`config.mk`:
```
export PLATFORM = sky130hd
export DESIGN_NAME = motor_soft_start_tach_controller
export DESIGN_NICKNAME = d
export VERILOG_FILES = /design/src/msstc_pkg.sv /design/src/msstc_div.sv /design/src/msstc_dp.sv /design/src/msstc_ctrl.sv /design/src/motor_soft_start_tach_controller.sv
export VERILOG_INCLUDE_DIRS = /design/src /design/src/src
export SDC_FILE = /design/constraint.sdc
export NUM_CORES = 2
export LEC_CHECK = 0
export ABC_AREA = 1
export BUFFER_PORTS_ARGS = -buffer_cell sky130_fd_sc_hd__buf_2
export CORE_ASPECT_RATIO = 0.8
export CORE_UTILIZATION = 55
export CTS_BUF_LIST = sky130_fd_sc_hd__clkbuf_8
export CTS_CLUSTER_DIAMETER = 50
export CTS_CLUSTER_SIZE = 12
export DETAILED_ROUTE_END_ITERATION = 12
export PLACE_DENSITY_LB_ADDON = 0.2
export RECOVER_POWER = 100
export SYNTH_ARGS = -nofsm -noshare
export SYNTH_HDL_FRONTEND = slang
export SYNTH_HIERARCHICAL = 1
export SYNTH_SLANG_ARGS = --single-unit
```
`constraint.sdc`:
```
create_clock -name i_clk -period 8.4 [get_ports i_clk]
set_input_delay 0.42 -clock i_clk [delete_from_list [all_inputs] [get_ports i_clk]]
set_output_delay 0.42 -clock i_clk [all_outputs]
set_load 0.02 [all_outputs]
```
`src/motor_soft_start_tach_controller_defines.svh`:
```
// Assertion macros for the stirrer motor controller.
// Used by the top level only; needs i_clk and i_rst_n in scope.
`ifndef MOTOR_SOFT_START_TACH_CONTROLLER_DEFINES_SVH
`define MOTOR_SOFT_START_TACH_CONTROLLER_DEFINES_SVH

// same-cycle implication
`define MSSTC_ASSERT_NOW(lbl, ante, cons, msg) \
    lbl: assert property (@(posedge i_clk) disable iff (!i_rst_n) (ante) |-> (cons)) \
        else $error(msg);

// next-cycle implication
`define MSSTC_ASSERT_NEXT(lbl, ante, cons, msg) \
    lbl: assert property (@(posedge i_clk) disable iff (!i_rst_n) (ante) |=> (cons)) \
        else $error(msg);

`endif

```
`src/msstc_pkg.sv`:
```
// Shared types and constants for the stirrer motor controller.
// No dependencies.
package msstc_pkg;

    localparam int DIVIDEND_W = 30;
    localparam int DIVISOR_W  = 33;

    typedef enum logic [1:0] {
        MODE_TICK   = 2'd0,
        MODE_SAMPLE = 2'd1,
        MODE_BUTTON = 2'd2,
        MODE_HALL   = 2'd3
    } t_mode;

    typedef enum logic [2:0] {
        REG_HOLD_TICKS  = 3'd0,
        REG_RAMP_DELAY  = 3'd1,
        REG_RAMP_STEP   = 3'd2,
        REG_START_DUTY  = 3'd3,
        REG_MIN_DUTY    = 3'd4,
        REG_MAX_SETPT   = 3'd5,
        REG_MIN_SETPT   = 3'd6,
        REG_SPEED_SCALE = 3'd7
    } t_reg;

    typedef enum logic [3:0] {
        CMD_NONE,
        CMD_CAPTURE,
        CMD_SAMPLE,
        CMD_BUTTON,
        CMD_TICK_COUNT,
        CMD_MOD_START,
        CMD_RAMP_STEP,
        CMD_TRACK,
        CMD_HALL_NOW,
        CMD_HALL_SAT,
        CMD_DIV_START,
        CMD_HALL_FIN,
        CMD_OUT_LOAD
    } t_cmd;

    typedef struct packed {
        logic ramp_cand;
        logic period_zero;
        logic div_done;
    } t_stat;

    typedef struct packed {
        logic [15:0] hold_ticks;
        logic [15:0] ramp_delay;
        logic [15:0] ramp_step;
        logic [6:0]  start_duty;
        logic [6:0]  min_duty;
        logic [12:0] max_setpt;
        logic [12:0] min_setpt;
        logic [29:0] speed_scale;
    } t_cfg;

endpackage

```
`src/msstc_div.sv`:
```
// Serial restoring divider, one quotient bit per cycle.
// Uses msstc_pkg widths.
module msstc_div (
    input  logic                                i_clk,
    input  logic                                i_rst_n,
    input  logic                                i_start,
    input  logic [msstc_pkg::DIVIDEND_W-1:0]    i_dividend,
    input  logic [msstc_pkg::DIVISOR_W-1:0]     i_divisor,
    output logic [msstc_pkg::DIVIDEND_W-1:0]    o_quotient,
    output logic [msstc_pkg::DIVISOR_W-1:0]     o_remainder,
    output logic                                o_done
);
    localparam int CNT_W = $clog2(msstc_pkg::DIVIDEND_W);
    localparam logic [CNT_W-1:0] LAST = CNT_W'(msstc_pkg::DIVIDEND_W - 1);

    logic [msstc_pkg::DIVISOR_W-1:0]  r_rem, n_rem;
    logic [msstc_pkg::DIVIDEND_W-1:0] r_quo, n_quo;
    logic [msstc_pkg::DIVISOR_W-1:0]  r_den;
    logic [CNT_W-1:0]                 r_cnt;
    logic                             r_busy, r_done;
    logic [msstc_pkg::DIVISOR_W:0]    trial;

    always_comb begin
        trial = {r_rem, r_quo[msstc_pkg::DIVIDEND_W-1]};
        if (trial >= {1'b0, r_den}) begin
            n_rem = msstc_pkg::DIVISOR_W'(trial - {1'b0, r_den});
            n_quo = {r_quo[msstc_pkg::DIVIDEND_W-2:0], 1'b1};
        end else begin
            n_rem = trial[msstc_pkg::DIVISOR_W-1:0];
            n_quo = {r_quo[msstc_pkg::DIVIDEND_W-2:0], 1'b0};
        end
    end

    always_ff @(posedge i_clk) begin
        if (!i_rst_n) begin
            r_busy <= 1'b0;
            r_done <= 1'b0;
            r_cnt  <= '0;
        end else begin
            r_done <= 1'b0;
            if (i_start) begin
                r_busy <= 1'b1;
                r_cnt  <= '0;
            end else if (r_busy) begin
                r_cnt <= r_cnt + 1'b1;
                if (r_cnt == LAST) begin
                    r_busy <= 1'b0;
                    r_done <= 1'b1;
                end
            end
        end
    end

    always_ff @(posedge i_clk) begin
        if (i_start) begin
            r_rem <= '0;
            r_quo <= i_dividend;
            r_den <= i_divisor;
        end else if (r_busy) begin
            r_rem <= n_rem;
            r_quo <= n_quo;
        end
    end

    assign o_quotient  = r_quo;
    assign o_remainder = r_rem;
    assign o_done      = r_done;
endmodule

```
`src/msstc_dp.sv`:
```
// Datapath: controller state, sample scaling, ramp, tachometer and result register.
// Uses msstc_pkg and msstc_div.
module msstc_dp #(
    parameter int TICK_US = 100
) (
    input  logic              i_clk,
    input  logic              i_rst_n,
    input  msstc_pkg::t_cmd   i_cmd,
    input  msstc_pkg::t_cfg   i_cfg,
    input  logic [11:0]       i_adc_value,
    input  logic [6:0]        i_sub_tick,
    output msstc_pkg::t_stat  o_stat,
    output logic [55:0]       o_result
);
    localparam int TU_W = $clog2(TICK_US + 1);
    localparam logic [TU_W-1:0] TICK_K = TU_W'(TICK_US);

    logic        r_holding, r_motor, r_ramping, r_tracking, r_cand;
    logic [15:0] r_phase, r_diff;
    logic [6:0]  r_ramp_duty, r_target, r_compare;
    logic [12:0] r_setpoint;
    logic [31:0] r_speed_ticks, r_last, r_speed, r_now;
    logic [11:0] r_adc;
    logic [6:0]  r_sub;
    logic [55:0] r_result;

    logic [15:0] ph1, ph2, step;
    logic        hold_clr;
    logic [18:0] duty_prod;
    logic [24:0] setpt_prod;
    logic [6:0]  duty_q;
    logic [12:0] setpt_q;
    logic [31:0] now_calc, diff32;
    logic [35:0] speed_prod;

    logic                                  div_start, div_done;
    logic [msstc_pkg::DIVIDEND_W-1:0]      div_num, div_quo;
    logic [msstc_pkg::DIVISOR_W-1:0]       div_den, div_rem;

    always_comb begin
        ph1      = r_holding ? r_phase + 16'd1 : r_phase;
        hold_clr = r_holding && (ph1 >= i_cfg.hold_ticks);
        if (hold_clr) begin
            ph1 = '0;
        end
        ph2  = ph1 + 16'd1;
        step = (i_cfg.ramp_step == '0) ? 16'd1 : i_cfg.ramp_step;

        duty_prod  = 19'(r_adc) * 19'd100;
        setpt_prod = 25'(r_adc) * 25'(i_cfg.max_setpt);
        duty_q  = duty_prod[18:12];
        setpt_q = setpt_prod[24:12];
        if (duty_q < i_cfg.min_duty) begin
            duty_q = i_cfg.min_duty;
        end
        if (setpt_q < i_cfg.min_setpt) begin
            setpt_q = i_cfg.min_setpt;
        end

        now_calc   = 32'(r_speed_ticks * 32'(TICK_K)) + 32'(r_sub);
        diff32     = r_now - r_last;
        speed_prod = 36'(div_quo) * 36'd60;

        div_start = 1'b0;
        div_num   = '0;
        div_den   = '0;
        case (i_cmd)
            msstc_pkg::CMD_MOD_START: begin
                div_start = 1'b1;
                div_num   = msstc_pkg::DIVIDEND_W'(r_diff);
                div_den   = msstc_pkg::DIVISOR_W'(step);
            end
            msstc_pkg::CMD_DIV_START: begin
                div_start = 1'b1;
                div_num   = i_cfg.speed_scale;
                div_den   = {diff32, 1'b0};
            end
            default: ;
        endcase
    end

    msstc_div u_div (
        .i_clk       (i_clk),
        .i_rst_n     (i_rst_n),
        .i_start     (div_start),
        .i_dividend  (div_num),
        .i_divisor   (div_den),
        .o_quotient  (div_quo),
        .o_remainder (div_rem),
        .o_done      (div_done)
    );

    always_ff @(posedge i_clk) begin
        if (!i_rst_n) begin
            r_holding     <= 1'b1;
            r_motor       <= 1'b0;
            r_ramping     <= 1'b0;
            r_tracking    <= 1'b0;
            r_cand        <= 1'b0;
            r_phase       <= '0;
            r_ramp_duty   <= '0;
            r_target      <= '0;
            r_compare     <= '0;
            r_setpoint    <= '0;
            r_speed_ticks <= '0;
            r_last        <= '0;
            r_speed       <= '0;
        end else begin
            case (i_cmd)
                msstc_pkg::CMD_SAMPLE: begin
                    if (!r_holding) begin
                        r_target   <= duty_q;
                        r_setpoint <= setpt_q;
                    end
                end
                msstc_pkg::CMD_BUTTON: begin
                    if (!r_holding) begin
                        if (r_motor) begin
                            r_motor       <= 1'b0;
                            r_ramping     <= 1'b0;
                            r_tracking    <= 1'b0;
                            r_compare     <= '0;
                            r_speed_ticks <= '0;
                            r_speed       <= '0;
                            r_last        <= '0;
                        end else begin
                            r_motor     <= 1'b1;
                            r_ramping   <= 1'b1;
                            r_phase     <= '0;
                            r_ramp_duty <= i_cfg.start_duty;
                            r_compare   <= i_cfg.start_duty;
                        end
                    end
                end
                msstc_pkg::CMD_TICK_COUNT: begin
                    if (hold_clr) begin
                        r_holding <= 1'b0;
                    end
                    r_cand <= r_ramping && (ph2 >= i_cfg.ramp_delay);
                    if (r_ramping) begin
                        r_phase       <= ph2;
                        r_speed_ticks <= r_speed_ticks + 32'd1;
                    end else begin
                        r_phase <= ph1;
                    end
                end
                msstc_pkg::CMD_RAMP_STEP: begin
                    // step point: remainder of (phase - delay) by step is zero
                    if (div_rem == '0) begin
                        if (r_ramp_duty <= r_target) begin
                            r_compare  <= r_target;
                            r_ramping  <= 1'b0;
                            r_tracking <= 1'b1;
                        end else begin
                            r_ramp_duty <= r_ramp_duty - 7'd1;
                            r_compare   <= r_ramp_duty - 7'd1;
                        end
                    end
                end
                msstc_pkg::CMD_TRACK: begin
                    if (r_tracking) begin
                        r_compare     <= r_target;
                        r_speed_ticks <= r_speed_ticks + 32'd1;
                    end
                end
                msstc_pkg::CMD_HALL_SAT: begin
                    r_speed <= '1;
                    r_last  <= r_now;
                end
                msstc_pkg::CMD_HALL_FIN: begin
                    r_speed <= (speed_prod[35:32] != '0) ? '1 : speed_prod[31:0];
                    r_last  <= r_now;
                end
                default: ;
            endcase
        end
    end

    // payload registers
    always_ff @(posedge i_clk) begin
        if (i_cmd == msstc_pkg::CMD_CAPTURE) begin
            r_adc <= i_adc_value;
            r_sub <= i_sub_tick;
        end
        if (i_cmd == msstc_pkg::CMD_TICK_COUNT) begin
            r_diff <= ph2 - i_cfg.ramp_delay;
        end
        if (i_cmd == msstc_pkg::CMD_HALL_NOW) begin
            r_now <= now_calc;
        end
        if (i_cmd == msstc_pkg::CMD_OUT_LOAD) begin
            r_result <= {2'b00, !r_holding, r_setpoint, r_speed, r_motor, r_compare};
        end
    end

    assign o_stat.ramp_cand   = r_cand;
    assign o_stat.period_zero = (diff32 == '0);
    assign o_stat.div_done    = div_done;
    assign o_result           = r_result;
endmodule

```
`src/msstc_ctrl.sv`:
```
// Sequencer: walks each event through the datapath and owns the result handshake.
// Uses msstc_pkg.
module msstc_ctrl (
    input  logic              i_clk,
    input  logic              i_rst_n,
    input  logic              i_in_valid,
    input  logic [1:0]        i_mode,
    output logic              o_in_ready,
    input  logic              i_out_ready,
    output logic              o_out_valid,
    input  msstc_pkg::t_stat  i_stat,
    output msstc_pkg::t_cmd   o_cmd
);
    typedef enum logic [3:0] {
        S_IDLE, S_SAMPLE, S_BUTTON, S_TICK1, S_TICK2, S_MODWAIT, S_RAMP, S_TRACK,
        S_HALL1, S_HALL2, S_HALLWAIT, S_HALL3, S_OUT
    } t_state;

    t_state r_state, n_state;
    logic   r_out_valid;
    logic   out_free;

    assign out_free = !r_out_valid || i_out_ready;

    always_comb begin
        n_state = r_state;
        o_cmd   = msstc_pkg::CMD_NONE;
        case (r_state)
            S_IDLE: begin
                if (i_in_valid) begin
                    o_cmd = msstc_pkg::CMD_CAPTURE;
                    case (msstc_pkg::t_mode'(i_mode))
                        msstc_pkg::MODE_TICK:   n_state = S_TICK1;
                        msstc_pkg::MODE_SAMPLE: n_state = S_SAMPLE;
                        msstc_pkg::MODE_BUTTON: n_state = S_BUTTON;
                        default:                n_state = S_HALL1;
                    endcase
                end
            end
            S_SAMPLE: begin
                o_cmd   = msstc_pkg::CMD_SAMPLE;
                n_state = S_OUT;
            end
            S_BUTTON: begin
                o_cmd   = msstc_pkg::CMD_BUTTON;
                n_state = S_OUT;
            end
            S_TICK1: begin
                o_cmd   = msstc_pkg::CMD_TICK_COUNT;
                n_state = S_TICK2;
            end
            S_TICK2: begin
                if (i_stat.ramp_cand) begin
                    o_cmd   = msstc_pkg::CMD_MOD_START;
                    n_state = S_MODWAIT;
                end else begin
                    n_state = S_TRACK;
                end
            end
            S_MODWAIT: begin
                if (i_stat.div_done) begin
                    n_state = S_RAMP;
                end
            end
            S_RAMP: begin
                o_cmd   = msstc_pkg::CMD_RAMP_STEP;
                n_state = S_TRACK;
            end
            S_TRACK: begin
                o_cmd   = msstc_pkg::CMD_TRACK;
                n_state = S_OUT;
            end
            S_HALL1: begin
                o_cmd   = msstc_pkg::CMD_HALL_NOW;
                n_state = S_HALL2;
            end
            S_HALL2: begin
                if (i_stat.period_zero) begin
                    o_cmd   = msstc_pkg::CMD_HALL_SAT;
                    n_state = S_OUT;
                end else begin
                    o_cmd   = msstc_pkg::CMD_DIV_START;
                    n_state = S_HALLWAIT;
                end
            end
            S_HALLWAIT: begin
                if (i_stat.div_done) begin
                    n_state = S_HALL3;
                end
            end
            S_HALL3: begin
                o_cmd   = msstc_pkg::CMD_HALL_FIN;
                n_state = S_OUT;
            end
            S_OUT: begin
                if (out_free) begin
                    o_cmd   = msstc_pkg::CMD_OUT_LOAD;
                    n_state = S_IDLE;
                end
            end
            default: n_state = S_IDLE;
        endcase
    end

    always_ff @(posedge i_clk) begin
        if (!i_rst_n) begin
            r_state     <= S_IDLE;
            r_out_valid <= 1'b0;
        end else begin
            r_state <= n_state;
            if (o_cmd == msstc_pkg::CMD_OUT_LOAD) begin
                r_out_valid <= 1'b1;
            end else if (i_out_ready) begin
                r_out_valid <= 1'b0;
            end
        end
    end

    assign o_in_ready  = (r_state == S_IDLE);
    assign o_out_valid = r_out_valid;
endmodule

```
`src/motor_soft_start_tach_controller.sv`:
```
// Stirrer motor controller driven by one event per request: tick, pot sample, button
// or hall edge, each giving one status result. Events are handled one at a time.
// Ticks run the serial divider when a ramp step point is checked, and hall edges run
// the same divider unless the interval is zero; samples and buttons do not. The result
// is valid as the block turns ready again; a new request is taken while it still waits.
// Depends on msstc_pkg, msstc_ctrl, msstc_dp, msstc_div and the defines header.
`include "motor_soft_start_tach_controller_defines.svh"

module motor_soft_start_tach_controller #(
    parameter int TICK_US = 100
) (
    input  logic        i_clk,
    input  logic        i_rst_n,
    input  logic        i_s_axis_tvalid,
    output logic        o_s_axis_tready,
    input  logic [23:0] i_s_axis_tdata,  // adc_value[11:0], sub_tick[18:12], zero pad
    input  logic [1:0]  i_s_axis_tuser,  // mode[1:0]
    output logic        o_m_axis_tvalid,
    input  logic        i_m_axis_tready,
    // pwm_duty[6:0], motor_on[7], speed_rpm[39:8], setpoint_rpm[52:40], ready_res[53]
    output logic [55:0] o_m_axis_tdata,
    input  logic        psel,
    input  logic        penable,
    input  logic        pwrite,
    input  logic [4:0]  paddr,
    input  logic [31:0] pwdata,
    output logic [31:0] prdata,
    output logic        pready
);
    msstc_pkg::t_cfg  r_cfg;
    msstc_pkg::t_cmd  w_cmd;
    msstc_pkg::t_stat w_stat;
    msstc_pkg::t_reg  reg_sel;
    logic             cfg_wr;

    assign pready  = 1'b1;
    assign reg_sel = msstc_pkg::t_reg'(paddr[4:2]);
    assign cfg_wr  = psel && penable && pwrite;

    always_ff @(posedge i_clk) begin
        if (!i_rst_n) begin
            r_cfg.hold_ticks  <= 16'd15000;
            r_cfg.ramp_delay  <= 16'd30000;
            r_cfg.ramp_step   <= 16'd300;
            r_cfg.start_duty  <= 7'd100;
            r_cfg.min_duty    <= 7'd10;
            r_cfg.max_setpt   <= 13'd6000;
            r_cfg.min_setpt   <= 13'd600;
            r_cfg.speed_scale <= 30'd1000000000;
        end else if (cfg_wr) begin
            case (reg_sel)
                msstc_pkg::REG_HOLD_TICKS:  r_cfg.hold_ticks  <= pwdata[15:0];
                msstc_pkg::REG_RAMP_DELAY:  r_cfg.ramp_delay  <= pwdata[15:0];
                msstc_pkg::REG_RAMP_STEP:   r_cfg.ramp_step   <= pwdata[15:0];
                msstc_pkg::REG_START_DUTY:  r_cfg.start_duty  <= pwdata[6:0];
                msstc_pkg::REG_MIN_DUTY:    r_cfg.min_duty    <= pwdata[6:0];
                msstc_pkg::REG_MAX_SETPT:   r_cfg.max_setpt   <= pwdata[12:0];
                msstc_pkg::REG_MIN_SETPT:   r_cfg.min_setpt   <= pwdata[12:0];
                default:                    r_cfg.speed_scale <= pwdata[29:0];
            endcase
        end
    end

    always_comb begin
        case (reg_sel)
            msstc_pkg::REG_HOLD_TICKS:  prdata = 32'(r_cfg.hold_ticks);
            msstc_pkg::REG_RAMP_DELAY:  prdata = 32'(r_cfg.ramp_delay);
            msstc_pkg::REG_RAMP_STEP:   prdata = 32'(r_cfg.ramp_step);
            msstc_pkg::REG_START_DUTY:  prdata = 32'(r_cfg.start_duty);
            msstc_pkg::REG_MIN_DUTY:    prdata = 32'(r_cfg.min_duty);
            msstc_pkg::REG_MAX_SETPT:   prdata = 32'(r_cfg.max_setpt);
            msstc_pkg::REG_MIN_SETPT:   prdata = 32'(r_cfg.min_setpt);
            default:                    prdata = 32'(r_cfg.speed_scale);
        endcase
    end

    msstc_ctrl u_ctrl (
        .i_clk       (i_clk),
        .i_rst_n     (i_rst_n),
        .i_in_valid  (i_s_axis_tvalid),
        .i_mode      (i_s_axis_tuser),
        .o_in_ready  (o_s_axis_tready),
        .i_out_ready (i_m_axis_tready),
        .o_out_valid (o_m_axis_tvalid),
        .i_stat      (w_stat),
        .o_cmd       (w_cmd)
    );

    msstc_dp #(
        .TICK_US (TICK_US)
    ) u_dp (
        .i_clk       (i_clk),
        .i_rst_n     (i_rst_n),
        .i_cmd       (w_cmd),
        .i_cfg       (r_cfg),
        .i_adc_value (i_s_axis_tdata[11:0]),
        .i_sub_tick  (i_s_axis_tdata[18:12]),
        .o_stat      (w_stat),
        .o_result    (o_m_axis_tdata)
    );

    `MSSTC_ASSERT_NEXT(a_one_at_a_time, i_s_axis_tvalid && o_s_axis_tready, !o_s_axis_tready, "request taken while busy")
    `MSSTC_ASSERT_NOW(a_out_from_load, $rose(o_m_axis_tvalid), $past(w_cmd == msstc_pkg::CMD_OUT_LOAD), "result shown without load")
    `MSSTC_ASSERT_NOW(a_no_zero_divide, w_cmd == msstc_pkg::CMD_DIV_START, !w_stat.period_zero, "divide by zero period")
endmodule
```
==> impl_metrics.py <==
metrics = {
    "cts": {
        "cts_tree": "done",
        "clock_sinks": 494,
        "clk_latency_ns": 0.77,
        "h-tree-depth": 2,
        "root_buffer": "clkbuf_8",
        "numCtsBuffers": 58,
        "clockBufferDepth": 3,
        "clkTransAtPathRegs_ns": 0.09,
    },
    "synth": {
        "synthDistinctLibCells": 67,
        "yosysTopAreaCell": "dfxtp_1",
        "synthFlopType": "dfxtp_1",
        "syn_avg_cell_area_um2": 7.158,
        "synth_seq_area_share": 0.2832,
        "netlist_area_mm2": 0.04139,
        "synthArstFlopShare": 0,
        "synth-edff-count": 183,
        "synth_warnings": 6,
        "yosysTopAreaCellShare": 0.1504,
        "ys_seq_elements": 494,
        "synthCells": 5783,
        "synth_area_leaders": "dfxtp_1 (15%), nand2_1 (14%), edfxtp_1 (13%), ha_1 (10%), fa_1 (9.7%)",
    },
    "worst_setup_path": {
        "cpPeakStageDelay_ns": 0.79,
        "critPathKind": "register to register",
        "crit_top_cell": "nand2_1",
        "worstPathRequired_ns": 9.08,
        "cp-end-kind": "register",
        "crit_slowest_cell": "edfxtp_1",
        "critical_path_arrival_ns": 8.39,
        "path_max_fanout": 16,
        "critPathLaunchType": "register",
    },
    "global_route": {
        "met2_usage": 0.4420,
        "gr-usage-met3": 0.04825,
        "antenna_found_initial": 4,
        "grt_overflow_total": 0,
        "grt.total_usage": 0.3009,
        "grt_pass1_vias": 34510,
        "grt_util_met1": 0.4557,
        "top_usage_layer": "met1",
        "grt_pass1_wl_um": 183700,
        "grt_max_degree": 97,
    },
    "sta": {
        "finalWorstPathRequiredPeriod_ns": 7.716,
        "setup_tns_ns": 0,
        "period_share": 0.9186,
        "whs_ns": 0.06868,
        "skew_ns": 0.09006,
        "fmax_mhz": 129.6,
        "finalSetupViolations": 0,
        "hold_violations": 0,
        "maxSlewViolCount": 416,
        "slew_headroom": -1.663,
        "grt_setup_unrepaired": "false",
        "tightest_slew_ns": 3.995,
    },
    "status": {
        "status": "complete, but fails checks",
        "violations": "capacitance limit, slew limit",
    },
    "drt": {
        "firstDrtPassIters": 6,
        "vias": 37560,
        "via_per_inst": 5.411,
        "postRouteAntennaNets": 0,
        "drt_iter0_drc": 3576,
        "wirelength_um": 115100,
        "drc": 0,
        "post_drt_wl_per_cell_um": 16.57,
    },
    "placement": {
        "dpl.hpwl_um": 90030,
        "numPortBuffers": 146,
        "gp_congestion": 1.007,
    },
    "die": {
        "initial_utilization": 0.5590,
        "ios": 161,
        "die_h_um": 247.4,
        "die_x_um": 308.7,
        "core_area_mm2": 0.07405,
        "rows": 89,
        "floorplan.die_area_mm2": 0.07637,
    },
    "finish": {
        "nFillCells": 7155,
        "drive_gt1_frac": 0.03991,
        "nets": 6502,
        "syn2layout_area_growth_pct": 6.493,
    },
    "run": {
        "max_cap_viol_count": 11,
    },
    "min_path": {
        "hold_path.class": "input port to register",
    },
}
[cells by family (layout without fill, tap and decap cells)]
group           after synthesis  after routing  synth area share
fa+ha+maj                   543            543            0.2004
compound gates              741            741            0.1001
xor+xnor                    128            128           0.02844
buf+inv                    1187           1341            0.1112
other cells                   3              7         0.0002720
simple gates               2687           2687            0.2764
flops                       494            494            0.2832
[cell type report]
cell class              count  area (um2)  share of cell area
well taps                1001        1252             0.02841
repair buffers            220        1202             0.02728
inverters                1011        3799             0.08617
clock inverters            51       357.8            0.008118
multi-input cells        4104       24930              0.5656
flip-flops and latches    494       11720              0.2659
clock buffers              59       812.0             0.01842
diodes                      2       5.005           0.0001135
[flip-flops by register name, summed over array words and instances (netlist names), 4 cells and up]
register	cells
r_cfg	118
u_dp/o_result	53
u_dp/u_div/o_remainder	33
u_dp/u_div/r_den	33
u_dp/r_last	32
u_dp/r_now	32
u_dp/r_speed	31
u_dp/r_speed_ticks	30
u_dp/u_div/o_quotient	30
u_dp/r_diff	16
u_dp/r_phase	16
u_dp/r_setpoint	13
u_dp/r_adc	12
u_dp/r_compare	7
u_dp/r_ramp_duty	7
u_dp/r_sub	7
u_dp/r_target	7
u_dp/u_div/r_cnt	5
u_ctrl/r_state	4
[layer usage]
metal  vias to the layer above  wire length, um
li1                      18690                -
met3                       175            10020
met5                         -               13
met2                      1354            47420
met1                     17350            55020
met4                         2             2582
[cells in the mapped netlist (40+ instances only)]
master and instances:
o21ai_0 215, dfxtp_1 311, clkbuf_1 113, nand2_1 1523
edfxtp_1 183, nand3b_1 40, nand4_1 113, a21oi_1 362
xor2_1 78, xnor2_1 44, inv_1 976, nor3_1 56
ha_1 343, fa_1 200, nor2_1 503, nand3_1 351
[repair_timing]
action                                 in CTS  in global routing
hold buffers                               37                  0
endpoints found under the hold margin      44                  0
resized for setup                           0                  0
setup buffers                               0                  0
[worst max-delay path, delay by kind of cell (launching register included)]
kind	cells	cell delay [ns]
flops	1	0.79
compound gates	5	1.43
simple gates	12	1.98
buf+inv	4	0.20
fa+ha+maj	7	3.24
[worst paths after layout]
check                           slack (ns)                  to  cells after the start          start
worst max-delay path                  0.68  u_dp/r_setpoint[5]                     28  u_dp/r_adc[5]
worst min register to register        0.43       u_dp/r_now[1]                      0  u_dp/r_sub[1]
worst min-delay path                  0.07           r_cfg[44]                      3      pwdata[1]
worst max register to register        0.68  u_dp/r_setpoint[5]                     28  u_dp/r_adc[5]
[per-stage QoR]
step | cell area, um2 | util | std cells | setup WS [ns]
floorplan | 41400 | - | 5785 | 1.450
global placement | 42910 | 0.5794 | 6793 | 1.083
detailed placement | 42910 | 0.5794 | 6793 | 0.9223
CTS | 44450 | 0.6002 | 6940 | 0.9276
global route | 44080 | 0.5953 | 6941 | 0.08317
finish | 44080 | 0.5953 | 6942 | 0.6835
[placed cells by master (no fill, tap or decap), types with 59 or more instances in the layout]
cell and count:
clkbuf_8 59, a21oi_1 361, dfxtp_1 311, nand4_1 114, inv_1 1005, ha_1 343, o21ai_0 233, nand3_1 357
nand2_1 1526, edfxtp_1 183, clkbuf_1 111, xor2_1 79, fa_1 200, nor2_1 508
Power is not shown: default switching activity piles up to over one toggle a cycle in this logic, so the estimate is an artifact.
